## src/design/cmsp_pkg.sv

```systemverilog
// ----------------------------------------------------------------------------
// Coordinated move speed planner: package
// Widths, register indexes and transfer types shared by all planner modules.
// ----------------------------------------------------------------------------
`default_nettype none

package cmsp_pkg;

  localparam int AXES         = 3;
  localparam int POS_W        = 32;
  localparam int SPD_W        = 16;
  localparam int DELTA_W      = POS_W + 1;
  localparam int DEN_W        = POS_W;
  localparam int Q_W          = SPD_W;
  localparam int NUM_W        = DEN_W + Q_W;
  localparam int DIV_STAGES   = Q_W;
  localparam int FRONT_STAGES = 4;
  localparam int LATENCY      = FRONT_STAGES + DIV_STAGES + 1;

  localparam int CFG_IDX_W    = 3;
  localparam int CFG_DATA_W   = 32;

  localparam logic [CFG_IDX_W-1:0] CFG_IDX_OFFSET_X  = 3'd0;
  localparam logic [CFG_IDX_W-1:0] CFG_IDX_OFFSET_Y  = 3'd1;
  localparam logic [CFG_IDX_W-1:0] CFG_IDX_OFFSET_Z  = 3'd2;
  localparam logic [CFG_IDX_W-1:0] CFG_IDX_MIN_SPEED = 3'd3;

  localparam logic [SPD_W-1:0] MIN_SPEED_RESET = 16'd10;

  typedef struct packed {
    logic signed [POS_W-1:0] target_x;
    logic signed [POS_W-1:0] target_y;
    logic signed [POS_W-1:0] target_z;
    logic signed [POS_W-1:0] now_x;
    logic signed [POS_W-1:0] now_y;
    logic signed [POS_W-1:0] now_z;
    logic        [SPD_W-1:0] vector_speed;
  } in_item_t;

  typedef struct packed {
    logic signed [POS_W-1:0] machine_x;
    logic signed [POS_W-1:0] machine_y;
    logic signed [POS_W-1:0] machine_z;
    logic        [SPD_W-1:0] rate_x;
    logic        [SPD_W-1:0] rate_y;
    logic        [SPD_W-1:0] rate_z;
    logic                    go_x;
    logic                    go_y;
    logic                    go_z;
    logic                    null_move;
  } out_item_t;

  typedef struct packed {
    logic [AXES-1:0][POS_W-1:0] offset;
    logic [SPD_W-1:0]           min_speed;
  } cfg_t;

  typedef struct packed {
    logic [AXES-1:0][POS_W-1:0] mach;
    logic [AXES-1:0]            go;
    logic                       null_move;
  } side_t;

  typedef struct packed {
    logic [AXES-1:0][NUM_W-1:0] num;
    logic [DEN_W-1:0]           den;
    side_t                      side;
  } div_req_t;

  typedef struct packed {
    logic [AXES-1:0][Q_W-1:0] quo;
    side_t                    side;
  } div_rsp_t;

endpackage

`default_nettype wire

```

## src/design/cmsp_cfg_regs.sv

```systemverilog
// ----------------------------------------------------------------------------
// Coordinated move speed planner: configuration registers
// Work offsets per axis and minimum step rate, written by index.
// ----------------------------------------------------------------------------
`default_nettype none

module cmsp_cfg_regs (
  input  wire logic                           clk,
  input  wire logic                           rst_n,
  input  wire logic                           wr_en,
  input  wire logic [cmsp_pkg::CFG_IDX_W-1:0]  wr_index,
  input  wire logic [cmsp_pkg::CFG_DATA_W-1:0] wr_data,
  output cmsp_pkg::cfg_t                       cfg
);
  import cmsp_pkg::*;

  cfg_t cfg_r;
  cfg_t cfg_nxt;

  always_comb begin
    cfg_nxt = cfg_r;
    if (wr_en) begin
      unique case (wr_index)
        CFG_IDX_OFFSET_X:  cfg_nxt.offset[0] = wr_data[POS_W-1:0];
        CFG_IDX_OFFSET_Y:  cfg_nxt.offset[1] = wr_data[POS_W-1:0];
        CFG_IDX_OFFSET_Z:  cfg_nxt.offset[2] = wr_data[POS_W-1:0];
        CFG_IDX_MIN_SPEED: cfg_nxt.min_speed = wr_data[SPD_W-1:0];
        default: ;
      endcase
    end
  end

  always_ff @(posedge clk) begin
    if (!rst_n) begin
      cfg_r.offset    <= '0;
      cfg_r.min_speed <= MIN_SPEED_RESET;
    end else begin
      cfg_r <= cfg_nxt;
    end
  end

  assign cfg = cfg_r;

endmodule

`default_nettype wire

```

## config.mk

```make
export PLATFORM = sky130hd
export DESIGN_NAME = cmsp_cfg_regs
export DESIGN_NICKNAME = d
export VERILOG_FILES = /design/src/design/cmsp_pkg.sv /design/src/design/cmsp_cfg_regs.sv
export SDC_FILE = /design/constraint.sdc
export NUM_CORES = 1
export LEC_CHECK = 0
export BUFFER_PORTS_ARGS = -buffer_cell sky130_fd_sc_hd__buf_2
export CORE_MARGIN = 1.5
export CORE_UTILIZATION = 39
export CTS_CLUSTER_DIAMETER = 30
export DETAILED_ROUTE_END_ITERATION = 8
export PLACE_DENSITY_LB_ADDON = 0.25
export SLEW_MARGIN = 25
export SYNTH_ARGS = -nofsm -noshare
export SYNTH_HDL_FRONTEND = slang
export SYNTH_SLANG_ARGS = --single-unit
export TNS_END_PERCENT = 100
```

## constraint.sdc

```tcl
create_clock -name clk -period 1 [get_ports clk]
set_input_delay 0.05 -clock clk [delete_from_list [all_inputs] [get_ports clk]]
set_output_delay 0.05 -clock clk [all_outputs]
set_load 0.005 [all_outputs]
```

==> impl_results.md <==
* Filler Cell Count at 962
* Net Sw Power at 1.84 mW
* Net count after synthesis at 441
* Number of vias after detailed routing at 3298
* Flip-flop count of the largest register after layout at 112
* Cell Chain, Critical Path: buf_2
* Maximum buffer depth of the clock tree at 2
* Number of antenna cells inserted at 0
* Total power at 7.70 mW
* Post-synthesis sequential area ratio at 54.0%
* Largest net degree at the start of global routing at 69
* Number of global-route vias before repair at 3250
* Router iterations before antenna repair at 4
* RSZ-0062 raised after global routing: false
* Area of the mapped netlist at 4150 µm²
* Final cycle utilization of the critical path at 89.5%
* Share of the core filled with cells in the final layout at 53.2%
* Instance count of the mapped netlist at 403
* Average instance area after synthesis at 10.3 µm²
* Clock root cell: sky130_fd_sc_hd__clkbuf_8
* Cell Rows at 37
* Data arrival, critical path at 0.85 ns
* Highest clock frequency the design can meet at 1.12 GHz
* DRC violation total after the first TritonRoute iteration at 129
* CP Data Required Time at 0.95 ns
* Run status: completed
* Largest delay contributor family on the critical path: flip-flops
* Wire length reported by the detailed router at 9.78 mm
* CP Launch Type: flop
* Skew-Pair Late Insertion Delay at 0.34 ns
* CTS sink count at 112
* H-tree depth at 3
* Area of the core at 10300 µm²
* CTS-repair resized insts at 0
* P&R area growth vs syn at 32.3%
* Sequential Area at 2240 µm²
* Final worst path period need at 0.895 ns
* Largest stage delay, worst path at 0.36 ns
* CTS tree: built
* Worst setup EP type: output port
* Global placement routability congestion at 0.674
* Cell type with the highest aggregate area in the netlist: sky130_fd_sc_hd__dfxtp_1
* Largest fanout of any net on the critical path at 2
* Category of the critical setup timing path: reg -> out
* Path class of the lowest-slack min-delay path: in -> reg
* Max_cap viols at 0
* Post-synth top area share at 54.0%
* # nets final at 604
* Die height at 106 µm
* TritonCTS Buffers at 9
* Worst Tran Pin Value at 0.276 ns
* Maximum VDD drop at 0.000739 V
* Worst Clk Skew at 0 ns
* Portion of total power attributed to sequential cells at 59.8%
* Routed length per placed instance at 13.9 µm
* Multi-input combinational cell area at 1780 µm²
* Highest-delay cell along the critical path: sky130_fd_sc_hd__dfxtp_1
* Initial core utilization at 40.2%
* Post-synthesis register bit count at 112
* Antenna violations before repair at 0
* Cell types with the largest area share after synthesis: sky130_fd_sc_hd__dfxtp_1 54%, sky130_fd_sc_hd__mux2i_1 27%, sky130_fd_sc_hd__nand2_1 13%
* Ratio of cells with drive above 1 in the final layout at 31.8%
* Share of total power in combinational logic at 8.9%
* Switching part of the total power at 23.9%
* Die span in x at 106 µm
* Count of final setup violators at 0
* Number of warnings reported in the yosys synthesis log at 0
* # IOs at 150
* Routed via count divided by cell count at 4.67
* Post-route ant nets at 0
* Number of failing hold endpoints at the final stage at 0
* Clk slew on worst S/H paths at 0.11 ns
* Global-route wire length before repair at 15.9 mm
* Quantity of I/O buffers inserted on ports at 149
* Number of buffer and inverter instances along the worst setup path at 1
* Leak Pwr at 2.94 nW
* Total track usage at 17.7%
* Max-slew violation count at 0
* Total DRC errors in the routed layout at 0
* Areal power density over the cells at 1400 nW/µm²
* Die outline area at 11300 µm²
* Portion of total power attributed to the clock network at 31.3%
* Post-DP HPWL at 6.61 mm
* Number of distinct standard cells referenced by the synthesized netlist at 13
* Worst slew margin relative to its limit at 81.5%
* Total overflow reported by the global router at 0
* Internal power at 5.87 mW
## per-stage QoR
step	setup WS, ns	std cells	setup TNS (ns)	hold slack [ns]	cell area [µm²]
final	0.105	706	0	0.0176	5490
after global routing	0.0476	706	0	0.00360	5490
after CTS	0.0891	706	0	0.00546	5490
after detailed placement	-0.119	673	-3.86	0.339	5140
after global placement	-0.0620	673	-2.30	0.334	5140
after floorplan	0.0617	403	0	0.216	4150
## cell usage in the layout, fill, tap and decap left out
cell,Yosys,routed
sky130_fd_sc_hd__and4b_2,1,1
sky130_fd_sc_hd__buf_12,0,8
sky130_fd_sc_hd__buf_2,3,148
sky130_fd_sc_hd__buf_4,7,6
sky130_fd_sc_hd__clkbuf_1,13,1
sky130_fd_sc_hd__clkbuf_8,0,10
sky130_fd_sc_hd__clkinv_2,0,1
sky130_fd_sc_hd__clkinv_4,0,1
sky130_fd_sc_hd__clkinvlp_4,0,1
sky130_fd_sc_hd__dfxtp_1,112,112
sky130_fd_sc_hd__dlygate4sd3_1,0,18
sky130_fd_sc_hd__inv_6,0,1
sky130_fd_sc_hd__mux2i_1,112,112
sky130_fd_sc_hd__nand2_1,142,142
sky130_fd_sc_hd__nand4b_2,1,1
sky130_fd_sc_hd__nand4bb_4,0,2
sky130_fd_sc_hd__nor2b_1,4,4
sky130_fd_sc_hd__nor4b_4,1,1
## metal layers
metal | vias up | GRT usage, % | wire length (µm)
met2 | 100 | 26.9 | 4350
met1 | 1536 | 24.4 | 4670
li1 | 1648 | - | -
met4 | 0 | 5.89 | 138
met5 | - | 0 | 0
met3 | 14 | 4.35 | 622
## timing repair
action	CTS	global route
hold buffers	18	0
setup buffers	0	0
hold endpoints to repair	44	0
## power by group through the flow
stage	clock, mW	combinational [mW]	sequential (mW)
finish	2.41	0.687	4.61
CTS	2.50	0.694	4.61
global route	2.67	0.756	4.62
detailed placement	0	0.639	4.71
global placement	0	0.628	4.71
floorplan	0	0.321	4.72
## cells in the mapped netlist (all sizes together)
cell,n
nand4b,1
and4b,1
clkbuf,13
nand4bb,2
buf,15
dfxtp,112
nor2b,4
mux2i,112
nand2,142
nor4b,1
## kinds of logic (layout without fill, tap and decap cells)
| group | Yosys count | in the layout | synth area share [%] |
|---|---|---|---|
| simple gates | 151 | 151 | 15.2 |
| flops | 112 | 112 | 54.0 |
| buf+inv | 28 | 195 | 3.80 |
| mux | 112 | 112 | 27.0 |
## area by class of cell
type / instances / share of cell area, %
flip-flops and latches: 112 / 40.8
multi-input cells: 263 / 32.5
repair buffers: 180 / 20.5
well taps: 136 / 3.10
clock buffers: 11 / 2.57
clock inverters: 4 / 0.547
## final timing paths
kind | from | to | slack (ns) | depth (start not counted)
setup / recovery | cfg[94] | cfg[94] | 0.10 | 1
hold / removal | wr_data[9] | cfg[89] | 0.02 | 3
setup reg to reg | cfg[60] | cfg[60] | 0.35 | 2
hold reg to reg | cfg[86] | cfg[86] | 0.46 | 2
Power figures use the tool's default switching activity.
