## src/design/cmsp_pkg.sv

```systemverilog
// ----------------------------------------------------------------------------
// Coordinated move speed planner: package
// Widths, register indexes and transfer types shared by all planner modules.
// ----------------------------------------------------------------------------
`default_nettype none

package cmsp_pkg;

  localparam int AXES         = 3;
  localparam int POS_W        = 32;
  localparam int SPD_W        = 16;
  localparam int DELTA_W      = POS_W + 1;
  localparam int DEN_W        = POS_W;
  localparam int Q_W          = SPD_W;
  localparam int NUM_W        = DEN_W + Q_W;
  localparam int DIV_STAGES   = Q_W;
  localparam int FRONT_STAGES = 4;
  localparam int LATENCY      = FRONT_STAGES + DIV_STAGES + 1;

  localparam int CFG_IDX_W    = 3;
  localparam int CFG_DATA_W   = 32;

  localparam logic [CFG_IDX_W-1:0] CFG_IDX_OFFSET_X  = 3'd0;
  localparam logic [CFG_IDX_W-1:0] CFG_IDX_OFFSET_Y  = 3'd1;
  localparam logic [CFG_IDX_W-1:0] CFG_IDX_OFFSET_Z  = 3'd2;
  localparam logic [CFG_IDX_W-1:0] CFG_IDX_MIN_SPEED = 3'd3;

  localparam logic [SPD_W-1:0] MIN_SPEED_RESET = 16'd10;

  typedef struct packed {
    logic signed [POS_W-1:0] target_x;
    logic signed [POS_W-1:0] target_y;
    logic signed [POS_W-1:0] target_z;
    logic signed [POS_W-1:0] now_x;
    logic signed [POS_W-1:0] now_y;
    logic signed [POS_W-1:0] now_z;
    logic        [SPD_W-1:0] vector_speed;
  } in_item_t;

  typedef struct packed {
    logic signed [POS_W-1:0] machine_x;
    logic signed [POS_W-1:0] machine_y;
    logic signed [POS_W-1:0] machine_z;
    logic        [SPD_W-1:0] rate_x;
    logic        [SPD_W-1:0] rate_y;
    logic        [SPD_W-1:0] rate_z;
    logic                    go_x;
    logic                    go_y;
    logic                    go_z;
    logic                    null_move;
  } out_item_t;

  typedef struct packed {
    logic [AXES-1:0][POS_W-1:0] offset;
    logic [SPD_W-1:0]           min_speed;
  } cfg_t;

  typedef struct packed {
    logic [AXES-1:0][POS_W-1:0] mach;
    logic [AXES-1:0]            go;
    logic                       null_move;
  } side_t;

  typedef struct packed {
    logic [AXES-1:0][NUM_W-1:0] num;
    logic [DEN_W-1:0]           den;
    side_t                      side;
  } div_req_t;

  typedef struct packed {
    logic [AXES-1:0][Q_W-1:0] quo;
    side_t                    side;
  } div_rsp_t;

endpackage

`default_nettype wire

```

## src/design/cmsp_front.sv

```systemverilog
// ----------------------------------------------------------------------------
// Coordinated move speed planner: geometry front end
// Four stages: machine target, 33-bit delta, magnitude, dominant count and
// speed products.
// ----------------------------------------------------------------------------
`default_nettype none

module cmsp_front (
  input  wire logic               clk,
  input  wire logic               rst_n,
  input  wire logic               in_valid,
  input  wire cmsp_pkg::in_item_t in_item,
  input  wire cmsp_pkg::cfg_t     cfg,
  output logic                    out_valid,
  output cmsp_pkg::div_req_t      out_req
);
  import cmsp_pkg::*;

  logic [AXES-1:0][POS_W-1:0] target;
  logic [AXES-1:0][POS_W-1:0] now;

  assign target[0] = in_item.target_x;
  assign target[1] = in_item.target_y;
  assign target[2] = in_item.target_z;
  assign now[0]    = in_item.now_x;
  assign now[1]    = in_item.now_y;
  assign now[2]    = in_item.now_z;

  // stage A: machine target
  logic                       va_r;
  logic [AXES-1:0][POS_W-1:0] mach_a_r;
  logic [AXES-1:0][POS_W-1:0] now_a_r;
  logic [SPD_W-1:0]           spd_a_r;

  // stage B: signed delta
  logic                         vb_r;
  logic [AXES-1:0][POS_W-1:0]   mach_b_r;
  logic [AXES-1:0][DELTA_W-1:0] delta_b_r;
  logic [SPD_W-1:0]             spd_b_r;

  // stage C: magnitude
  logic                       vc_r;
  logic [AXES-1:0][POS_W-1:0] mach_c_r;
  logic [AXES-1:0][POS_W-1:0] mag_c_r;
  logic [SPD_W-1:0]           spd_c_r;

  // stage D: dominant count and products
  logic     vd_r;
  div_req_t req_d_r;
  div_req_t req_d_nxt;

  always_ff @(posedge clk) begin
    if (!rst_n) begin
      va_r <= 1'b0;
      vb_r <= 1'b0;
      vc_r <= 1'b0;
      vd_r <= 1'b0;
    end else begin
      va_r <= in_valid;
      vb_r <= va_r;
      vc_r <= vb_r;
      vd_r <= vc_r;
    end
  end

  always_ff @(posedge clk) begin
    for (int a = 0; a < AXES; a++) begin
      mach_a_r[a]  <= target[a] - cfg.offset[a];
      now_a_r[a]   <= now[a];
      delta_b_r[a] <= {mach_a_r[a][POS_W-1], mach_a_r[a]} - {now_a_r[a][POS_W-1], now_a_r[a]};
      mag_c_r[a]   <= delta_b_r[a][DELTA_W-1] ? POS_W'(-delta_b_r[a]) : delta_b_r[a][POS_W-1:0];
    end
    spd_a_r  <= in_item.vector_speed;
    mach_b_r <= mach_a_r;
    spd_b_r  <= spd_a_r;
    mach_c_r <= mach_b_r;
    spd_c_r  <= spd_b_r;
    req_d_r  <= req_d_nxt;
  end

  always_comb begin
    logic [POS_W-1:0] big_xy;
    big_xy            = (mag_c_r[1] > mag_c_r[0]) ? mag_c_r[1] : mag_c_r[0];
    req_d_nxt.den     = (mag_c_r[2] > big_xy) ? mag_c_r[2] : big_xy;
    req_d_nxt.side.mach = mach_c_r;
    for (int a = 0; a < AXES; a++) begin
      req_d_nxt.num[a]     = {{Q_W{1'b0}}, mag_c_r[a]} * {{DEN_W{1'b0}}, spd_c_r};
      req_d_nxt.side.go[a] = |mag_c_r[a];
    end
    req_d_nxt.side.null_move = ~|req_d_nxt.side.go;
  end

  assign out_valid = vd_r;
  assign out_req   = req_d_r;

endmodule

`default_nettype wire

```

## config.mk

```make
export PLATFORM = sky130hd
export DESIGN_NAME = cmsp_front
export DESIGN_NICKNAME = d
export VERILOG_FILES = /design/src/design/cmsp_pkg.sv /design/src/design/cmsp_front.sv
export SDC_FILE = /design/constraint.sdc
export NUM_CORES = 2
export LEC_CHECK = 0
export BUFFER_PORTS_ARGS = -buffer_cell sky130_fd_sc_hd__buf_4
export CAP_MARGIN = 30
export CORE_MARGIN = 10
export CORE_UTILIZATION = 43
export DETAILED_ROUTE_END_ITERATION = 6
export SKIP_CTS_REPAIR_TIMING = 1
export SLEW_MARGIN = 25
export SYNTH_ARGS = -nofsm -noshare
export SYNTH_HDL_FRONTEND = slang
export SYNTH_SLANG_ARGS = --single-unit
```

## constraint.sdc

```tcl
create_clock -name clk -period 8.21 [get_ports clk]
set_clock_uncertainty 0.15 [all_clocks]
set_input_delay 1.642 -clock clk [delete_from_list [all_inputs] [get_ports clk]]
set_output_delay 1.642 -clock clk [all_outputs]
set_load 0.005 [all_outputs]
```

==> impl_metrics.tcl <==
set metrics [dict create \
    layout.nets 11380 \
    syn_avg_cell_area_sq_um 9.318 \
    cp.arrival_ps 8250 \
    max_cap_violations 0 \
    grt_pass1_vias 64300 \
    pin_count 600 \
    grt_pass1_wl_um 360400 \
    yosysUniqueCellTypes 74 \
    synth-compound-area-share_pct 8.465 \
    grt_max_degree 94 \
    rsz0062_at_grt "false" \
    worstHoldEndpoint "spd_c_r[13]" \
    vias 60120 \
    synth_fa_ha_area_share_pct 40.50 \
    die_w_um 454.9 \
    path_clk_slew_ps 60 \
    netlist_instances 8727 \
    root_buffer "clkbuf_16" \
    drt_iter0_markers 3433 \
    syn_nets 10930 \
    ys_dominant_reg_cell "dfxtp_1" \
    portBuffers 583 \
    vias_per_cell 5.113 \
    clk_path_buf_depth 3 \
    synthMuxAreaShare_pct 0.8924 \
    wl_um 227700 \
    setup_violations 0 \
    synth-async-reset-ratio_pct 0 \
    ys_seq_area_share_pct 22.33 \
    setup_tns_ps 0 \
    routedWlPerCell_um 19.36 \
    ys_seq_elements 907 \
    dieArea_sq_um 206900 \
    period_needed_ps 7799 \
    fp-row-count 159 \
    ant_nets 0 \
    numCtsBuffers 95 \
    dieHeight_um 454.9 \
    fmax_ghz 0.1282 \
    rr_startpoint "spd_c_r[4]" \
    hpwl_um 183800 \
    antenna_found_initial 10 \
    slew_headroom_pct 28.99 \
    cp_max_fo 23 \
    synth-warning-count 0 \
    hold_viol_final 0 \
    end_kind "flop" \
    status "finished, final reports clean" \
    hold_depth 0 \
    drc_errors 0 \
    synthSimpleGateAreaFrac_pct 14.40 \
    synth_top_family_by_area "adder cells" \
    cts_tree "yes" \
    grt_use_total_pct 22.09 \
    area_growth_pct 13.42 \
    clkLatencyLatePin_ps 740 \
    min_from "spd_b_r[13]" \
    synth-edff-count 0 \
    first_pass_iters 7 \
    gp_congestion 0.9148 \
    start_util_pct 43.26 \
    core_sq_um 188000 \
    hold_class "flop to flop" \
    tightest_slew_ps 1064 \
    drive_above_1_share_pct 10.54 \
    synth-xor-area-share_pct 3.899 \
    cp-start-kind "flop" \
    reg2reg_to "out_req[274]" \
    cp_data_required_time_ps 8660 \
    htreeDepth 3 \
    grt_overflow_total 0 \
    rrSetupSlack_ps 410 \
    syn_area_sq_um 81320 \
    r2r_cells 23 \
    clock_sink_count 907 \
    slew_viol_final 0 \
    min_period_over_period_pct 94.99 \
    worstSetupPathType "flop to flop" \
]
## worst max-delay path, cell delays in order (launching register included)
cell and delay [ps]:
dfxtp_2 840, buf_4 390, and2_1 210, fa_1 390
inv_1 70, fa_1 450, fa_1 520, inv_1 60
fa_1 500, fa_1 500, inv_1 60, fa_1 500
inv_1 50, ha_1 410, a21oi_1 110, o21ai_0 300
a31oi_1 160, o21ai_0 380, o21ai_0 350, a21o_1 280
a211oi_1 280, buf_4 160, nor3_1 40, or3b_2 470
## logic make-up after synthesis
group                    Yosys count
flip-flops                       907
AND/OR/NAND/NOR                 2379
buffers and inverters           2063
XOR/XNOR                         362
adder cells (fa/ha/maj)         1876
AO/OA/AOI/OAI                   1068
multiplexers                      72
## per-layer routing
metal	GRT usage [%]	share of wire (%)	vias up
met5	0	0.017	-
met4	8.872	4.4	6
met3	4.143	6.2	367
met2	36.50	47	1786
met1	28.54	43	30110
li1	-	-	27850
## area by class of cell
class	count	area [sq um]
fill	17700	95770
multi-input combinational	5757	55440
sequential	907	18210
inverter	1670	6269
timing repair buffer	751	5787
tap	2495	3122
clock buffer	119	2619
clock inverter	55	772.0
antenna	5	12.51
## through the flow
step,worst slack [ps],hold WS (ps),instance area (sq um),util [%],cells
3_5_place_dp,390.4,162.1,88740,47.20,11570
4_1_cts,358.9,156.9,92130,49.01,11750
3_3_place_gp,434.1,159.9,88740,47.20,11570
5_1_grt,199.5,176.2,92230,49.06,11760
6_report,411.1,169.6,92230,49.06,11760
2_1_floorplan,1157,159.6,81320,-,8727
## cell usage in the layout (no fill, tap or decap), types with 63 or more instances in the layout
cell	instances
inv_1	1670
fa_1	1260
nand2_1	1080
dfxtp_1	886
buf_4	733
and2_1	655
ha_1	616
a21oi_1	306
xnor2_1	272
o21ai_0	206
nor2_1	184
a21o_1	182
clkbuf_16	96
xor2_1	90
mux2i_1	68
nor3_1	66
o21a_1	63
## Yosys cell counts (all sizes together) (15+ instances only)
library cell / n / share of area (%)
and2: 655 / 5.0
xnor2: 272 / 2.9
or2: 15 / 0.12
and3: 32 / 0.25
o21ai: 209 / 1.3
nor2: 184 / 0.85
o21bai: 48 / 0.44
or4: 24 / 0.24
clkbuf: 389 / 1.8
o211ai: 25 / 0.23
inv: 1670 / 7.7
nand2b: 40 / 0.31
xor2: 90 / 0.97
o31a: 15 / 0.16
a21o: 182 / 1.7
nand4: 60 / 0.46
a21oi: 307 / 1.9
ha: 616 / 9.5
o31ai: 40 / 0.40
nand2: 1080 / 5.0
or3: 38 / 0.30
mux2i: 68 / 0.84
nor2b: 44 / 0.34
a31oi: 27 / 0.21
nor4: 33 / 0.25
a211oi: 39 / 0.36
nand3: 62 / 0.38
and4: 18 / 0.19
fa: 1260 / 31
dfxtp: 907 / 22
o21a: 63 / 0.58
nor3: 66 / 0.41
## flip-flops by register name, summed over array words and instances (netlist names)
| name | flops |
|---|---|
| vc_r | 1 |
| spd_b_r | 16 |
| spd_c_r | 16 |
| spd_a_r | 16 |
| out_valid | 1 |
| vb_r | 1 |
| mag_c_r | 96 |
| now_a_r | 96 |
| va_r | 1 |
| delta_b_r | 99 |
| mach_c_r | 96 |
| mach_a_r | 96 |
| mach_b_r | 96 |
| out_req | 276 |
## worst max-delay path by stage
stage	start	end	slack, ps	cells past startpoint
finish	spd_c_r[4]	out_req[274]	410	23
detailed placement	mag_c_r[70]	out_req[274]	390	24
floorplan	spd_c_r[7]	out_req[274]	1160	25
global route	spd_c_r[4]	out_req[274]	200	23
global placement	mag_c_r[70]	out_req[274]	430	24
CTS	mag_c_r[70]	out_req[274]	360	24
Power is left out: the tool's default activity adds up to more than one toggle a clock period on the data nets, which glitch-free logic cannot reach.
